`src/rtl/core/rbb_pkg.sv`:
```
// Shared types and constants of the RGB 3x3 box blur.
package rbb_pkg;

  localparam int CFG_IDX_W  = 2;
  localparam int CFG_DATA_W = 13;
  localparam int FW_W       = 11;
  localparam int FH_W       = 13;
  localparam int ROW_W      = 13;
  localparam int SUM_W      = 12;
  localparam int CNT_W      = 4;

  localparam logic [CFG_IDX_W-1:0] REG_FRAME_WIDTH  = 2'd0;
  localparam logic [CFG_IDX_W-1:0] REG_FRAME_HEIGHT = 2'd1;

  localparam logic [FW_W-1:0]  FW_RESET     = 11'd1024;
  localparam logic [FH_W-1:0]  FH_RESET     = 13'd768;
  localparam logic [FH_W-1:0]  HEIGHT_LIMIT = 13'd4096;
  localparam logic [ROW_W-1:0] ROW_MAX      = 13'd8191;

  typedef struct packed {
    logic [7:0] red;
    logic [7:0] green;
    logic [7:0] blue;
  } rbb_pix_t;

  typedef struct packed {
    logic first;
    logic emit;
    logic last;
    logic top_off;
    logic bot_off;
    logic left_off;
    logic right_off;
  } rbb_ctl_t;

  typedef struct packed {
    logic [SUM_W-1:0] red;
    logic [SUM_W-1:0] green;
    logic [SUM_W-1:0] blue;
    logic [CNT_W-1:0] count;
  } rbb_sum_t;

  typedef struct packed {
    rbb_pix_t pix;
    logic     last;
  } rbb_res_t;

endpackage

```
`src/rtl/core/rbb_mean.sv`:
```
// Rounded mean per channel by shifts and reciprocal multiplication.
module rbb_mean (
  input  logic             clk,
  input  logic             rst_n,
  input  logic             p3_valid,
  input  rbb_pkg::rbb_sum_t p3_sum,
  input  logic             p3_last,
  output logic             res_valid,
  output rbb_pkg::rbb_res_t res
);
  import rbb_pkg::*;

  localparam int RCP_W   = 15;
  localparam int MUL_W   = SUM_W + RCP_W;
  localparam int RCP_SH  = 16;
  localparam logic [RCP_W-1:0] RECIP3 = 15'd21846;
  localparam logic [RCP_W-1:0] RECIP9 = 15'd7282;

  // The result is (2*sum + count) / (2*count); the odd factor 3 or 9 is
  // removed by a multiply with a rounded-up reciprocal, exact in this range.
  function automatic logic [7:0] mean8(input logic [SUM_W-1:0] s,
                                       input logic [CNT_W-1:0] c);
    logic [SUM_W:0]   n;
    logic [SUM_W-1:0] x;
    logic [MUL_W-1:0] prod;
    logic [SUM_W:0]   q;
    n    = {s, 1'b0} + (SUM_W+1)'(c);
    x    = SUM_W'(n >> 1);
    prod = '0;
    q    = '0;
    case (c)
      4'd2: q = n >> 2;
      4'd4: q = n >> 3;
      4'd3: begin
        prod = MUL_W'(x) * MUL_W'(RECIP3);
        q    = (SUM_W+1)'(prod >> RCP_SH);
      end
      4'd6: begin
        x    = SUM_W'(n >> 2);
        prod = MUL_W'(x) * MUL_W'(RECIP3);
        q    = (SUM_W+1)'(prod >> RCP_SH);
      end
      4'd9: begin
        prod = MUL_W'(x) * MUL_W'(RECIP9);
        q    = (SUM_W+1)'(prod >> RCP_SH);
      end
      default: q = n >> 1;
    endcase
    return q[7:0];
  endfunction

  logic     res_v_r;
  rbb_res_t res_r;

  always_ff @(posedge clk) begin
    if (p3_valid) begin
      res_r.pix.red   <= mean8(p3_sum.red, p3_sum.count);
      res_r.pix.green <= mean8(p3_sum.green, p3_sum.count);
      res_r.pix.blue  <= mean8(p3_sum.blue, p3_sum.count);
      res_r.last      <= p3_last;
    end
  end

  always_ff @(posedge clk) begin
    if (!rst_n) begin
      res_v_r <= 1'b0;
    end else begin
      res_v_r <= p3_valid;
    end
  end

  assign res_valid = res_v_r;
  assign res       = res_r;

endmodule

```
`config.mk`:
```
export PLATFORM = sky130hd
export DESIGN_NAME = rbb_mean
export DESIGN_NICKNAME = d
export VERILOG_FILES = /design/src/rtl/core/rbb_pkg.sv /design/src/rtl/core/rbb_mean.sv
export SDC_FILE = /design/constraint.sdc
export NUM_CORES = 1
export LEC_CHECK = 0
export ABC_CLOCK_PERIOD_IN_PS = 19700
export BUFFER_PORTS_ARGS = -buffer_cell sky130_fd_sc_hd__buf_2
export CORE_MARGIN = 2
export CORE_UTILIZATION = 70
export CTS_CLUSTER_SIZE = 40
export DETAILED_ROUTE_END_ITERATION = 8
export PLACE_DENSITY = 0.93
export REMOVE_ABC_BUFFERS = 1
export SLEW_MARGIN = 10
export SYNTH_ARGS = -nofsm -noshare
export SYNTH_HDL_FRONTEND = slang
export SYNTH_SLANG_ARGS = --single-unit
```
`constraint.sdc`:
```
create_clock -name clk -period 19.7 [get_ports clk]
set_input_delay 3.94 -clock clk [delete_from_list [all_inputs] [get_ports clk]]
set_output_delay 3.94 -clock clk [all_outputs]
set_load 0.03 [all_outputs]
```
# Yosys cells after proc, flatten, opt, wreduce, memory -nomap -nowiden

Cells that the tools add are included.

Register bits: 26

Equal/unequal tests: 5
Multiplexer cells: 3
Add/sub/neg operators: 3
$mul: 9

Operator list:

| operator                                                               | number |
|---|---|
| 8-bit case mux with 5 select lines                                     | 3 |
| 11-bit by 14-bit multiplier with 23-bit output (second input constant) | 3 |
| 12-bit by 12-bit multiplier with 23-bit output (second input constant) | 3 |
| 12-bit by 14-bit multiplier with 23-bit output (second input constant) | 3 |
| 13-bit by 4-bit adder with 13-bit output                               | 3 |
| 4-bit by 2-bit equality test with 1-bit output (second input constant) | 2 |
| 4-bit by 3-bit equality test with 1-bit output (second input constant) | 2 |
| 4-bit equality test (second input constant)                            | 1 |

# Longest topological paths before layout

Word-level depth: 3
Depth in mapped cells: 26
Depth with buffers taken out: 26

# Worst setup path before layout

No wires, ideal clock.

Path type: in2reg
Start point: in p3_sum[1] (netlist name)
End point: reg res_r, in the netlist res[6], data pin
Buffers on the path: 0
Path slack: 9450 ps
Arrival time: 9979 ps
Required time: 19429 ps
Stages on the path: 24
Cell sequence: ha_1 -> fa_1 -> a21o_1 -> nor2b_1 -> xor2_1 -> ha_1 -> fa_1 -> inv_1 -> fa_1 -> inv_1 -> fa_1 -> inv_1 -> fa_1 -> inv_1 -> ha_1 -> or4_1 -> a211o_1 -> o22ai_2 -> o221a_4 -> o21ai_0 -> xnor2_1 -> o221ai_1 -> a211oi_1 -> o22ai_1

Word-level cells in the longest chain between the ends: 3
Elaborated cells on any way between the ends: 10
Classes of those cells: add/sub: 1; mul: 3; eq/ne: 5; mux: 1

RTL lines:

| element                                                                | RTL line       | text |
|---|---|---|
| start: declaration                                                     | rbb_mean.sv:6  | `input rbb_pkg::rbb_sum_t p3_sum,` |
| 13-bit by 4-bit adder with 13-bit output                               | rbb_mean.sv:27 | `n = {s, 1'b0} + (SUM_W+1)'(c);` |
| 11-bit by 14-bit multiplier with 23-bit output (tied with other cells) | rbb_mean.sv:40 | `prod = MUL_W'(x) * MUL_W'(RECIP3);` |
| 8-bit case mux with 5 select lines *                                   | rbb_mean.sv:31 | `case (c)` |
| end: declaration                                                       | rbb_mean.sv:53 | `rbb_res_t res_r;` |

Mark *: on every way between the ends. The rest lies on a longest branch, timed or not.
A chain may end at the register's enable or synchronous reset.

# Final worst setup path

Start point: in p3_sum[1] (netlist name)
End point: reg res_r, in the netlist res[19], data pin

The elaborated chain is that of the path after synthesis.

==> reports/qor.tcl <==
set qor(cts_resized) 0
set qor(detailed_place_hpwl_um) 42500
set qor(viasPerCell) 6.09
set qor(highest_layer) {met5}
set qor(grt_remaining_overflow) 0
set qor(number_of_antenna_violations_at_the_first_check_in_global_routing) 1
set qor(detail_route.wirelength.met1_um) 18900
set qor(post-route-util_pct) 73.9
set qor(synthesis.instances) 2094
set qor(critPathRequiredTime_ns) 19.71
set qor(clock_sink_count) 26
set qor(synth_cell_type_count) 72
set qor(dominantRegCellSynth) {sky130_fd_sc_hd__edfxtp_1}
set qor(vias_in_the_first_global_route) 17100
set qor(synth_edf_count) 25
set qor(detail-route-antenna-nets) 0
set qor(worstSetupStartpointType) {input port}
set qor(route.detailed.drc) 0
set qor(period_minus_slack_ns) 11.11
set qor(hold_path_class) {in2reg}
set qor(postLayoutSetupSlackWorst_ns) 8.59
set qor(htreeDepth) 1
set qor(wl_met2_um) 23300
set qor(start_util_pct) 70.6
set qor(die-area_um2) 28200
set qor(clkSlewWorstSetupHoldPaths_ns) 0.08
set qor(routed_wirelength_um) 49000
set qor(setup-violations-final) 0
set qor(drive_above_1_share_pct) 5.24
set qor(worstPathMaxFanout) 12
set qor(netlist_area_um2) 18800
set qor(cp_data_arrival_time_ns) 11.12
set qor(ys_seq_area_share_pct) 4.10
set qor(cts_buffer_depth) 2
set qor(wl_met3_um) 3730
set qor(unrepaired_setup_endpoints_after_global_routing) {false}
set qor(global_route.usage.total_pct) 36.1
set qor(holdBufCountCts) 0
set qor(mostFrequentLayoutCell) {sky130_fd_sc_hd__inv_1}
set qor(route.vias.total) 15200
set qor(maxSlewViolCount) 0
set qor(globalplace.congestion) 0.992
set qor(synth_seq_cells) 26
set qor(timing_worst_slew_pin_value_ns) 1.17
set qor(placeableCoreArea_um2) 26700
set qor(fillers) 1797
set qor(commonest_non_fill_non_tap_cells_in_the_layout) {646 x sky130_fd_sc_hd__inv_1, 471 x sky130_fd_sc_hd__ha_1, 263 x sky130_fd_sc_hd__fa_1, 69 x sky130_fd_sc_hd__a21oi_1, 69 x sky130_fd_sc_hd__buf_2}
set qor(sort_of_element_at_the_end_of_the_critical_path) {register}
set qor(grt_first_pass_wirelength_um) 81300
set qor(cts_tree) {built}
set qor(average_detailed_routed_wire_length_per_instance_um) 19.6
set qor(cts_buffers) 3
set qor(critical_path_class) {in2reg}
set qor(ys_warn_count) 0
set qor(cts_post_setup_buffers_inserted) 0
set qor(clockRootBuffer) {sky130_fd_sc_hd__clkbuf_16}
set qor(detailedRoute.firstIterationViolations) 1263
set qor(run_status) {completed}
set qor(antenna_cells_inserted) 0
set qor(holdWs_ns) 3.84
set qor(num_io_pins) 70
set qor(port_buffers) 69
set qor(max_transition_margin_pct) 21.2
set qor(detail_route.first_pass.iterations) 6
set qor(synth_to_layout_area_growth_pct) 4.75
set qor(fp.dieW_um) 168
set qor(die_h_um) 168
set qor(std_cell_rows) 60
set qor(syn-mean-instance-area_um2) 8.98
set qor(fmax_mhz) 90.0
set qor(grt_max_degree) 27
set qor(setup_total_negative_slack_ns) 0
set qor(synth_async_sr_flop_share_pct) 0
set qor(cap_violations) 0
set qor(detailedPlace.worstSlack_ns) 8.39
set qor(final-hold-violation-count) 0
set qor(timing.final.crit_share_pct) 56.4
set qor(nets) 2934
kinds of logic (layout without fill, tap and decap cells):
logic type / after synthesis / count (layout) / synth area share [%]
buffers and inverters: 673 / 734 / 13.4
XOR/XNOR: 103 / 103 / 4.80
AND/OR/NAND/NOR: 248 / 248 / 6.72
adder cells (fa/ha/maj): 734 / 734 / 59.3
multiplexers: 9 / 9 / 0.499
AO/OA/AOI/OAI: 301 / 301 / 11.1
flip-flops: 26 / 26 / 4.10
per-stage QoR:
stage / instances / instance area (um^2)
after detailed placement: 2492 / 19600
after global routing: 2496 / 19700
after floorplan: 2067 / 18700
after CTS: 2496 / 19700
final: 2496 / 19700
after global placement: 2492 / 19600
synth_stat cells (all sizes together), types with 15 or more instances:
library cell | number | share of area (%)
a21o | 23 | 0.92
a21oi | 73 | 2.1
nand4 | 15 | 0.50
fa | 263 | 28
a211oi | 19 | 0.81
clkbuf | 27 | 0.54
o21ai | 51 | 1.4
nand2 | 56 | 1.1
a221oi | 17 | 0.79
nand3 | 30 | 0.80
inv | 646 | 13
edfxtp | 25 | 4.0
xnor2 | 64 | 3.0
ha | 471 | 31
nor2 | 60 | 1.2
xor2 | 39 | 1.8
critical path, cell delays in order:
cell                        delay [ns]
sky130_fd_sc_hd__buf_2            0.22
sky130_fd_sc_hd__ha_1             0.28
sky130_fd_sc_hd__fa_1             0.41
sky130_fd_sc_hd__a21o_1           0.23
sky130_fd_sc_hd__nand3_1          0.12
sky130_fd_sc_hd__xor2_1           0.52
sky130_fd_sc_hd__inv_1            0.32
sky130_fd_sc_hd__ha_1             0.45
sky130_fd_sc_hd__fa_1             0.59
sky130_fd_sc_hd__inv_1            0.07
sky130_fd_sc_hd__fa_1             0.53
sky130_fd_sc_hd__inv_1            0.09
sky130_fd_sc_hd__fa_1             0.54
sky130_fd_sc_hd__inv_1            0.06
sky130_fd_sc_hd__fa_1             0.48
sky130_fd_sc_hd__inv_1            0.04
sky130_fd_sc_hd__ha_1             0.19
sky130_fd_sc_hd__or3_1            0.36
sky130_fd_sc_hd__a2111oi_2        0.51
sky130_fd_sc_hd__o31ai_4          0.20
sky130_fd_sc_hd__a21oi_2          0.27
sky130_fd_sc_hd__xor2_1           0.17
sky130_fd_sc_hd__o221ai_1         0.24
sky130_fd_sc_hd__a21oi_1          0.20
sky130_fd_sc_hd__a21oi_1          0.07
area by class of cell:
class,instances,area [um^2],share of cell area (%)
sequential,26,771,3.91
clock inverter,1,30.0,0.152
multi-input combinational,1395,15500,78.8
clock buffer,3,75.1,0.381
timing repair buffer,84,458,2.32
inverter,646,2420,12.3
tap,341,427,2.17
sequential cells by signal (all words and copies together) (netlist names):
signal / count
res: 25
res_valid: 1
worst paths after layout:
kind,start,end,slack [ns],cells after the start
max,p3_sum[1],res[19],8.59,25
min,p3_last,res[0],3.84,1
metal layers:
| metal | vias to the layer above | track usage [%] |
|---|---|---|
| li1 | 6894 | - |
| met2 | 728 | 61.5 |
| met1 | 7339 | 42.7 |
| met3 | 250 | 6.98 |
| met4 | 2 | 20.8 |
| met5 | - | 0 |
Power is not shown: default switching activity piles up to over one toggle a cycle in this logic, so the estimate is an artifact.
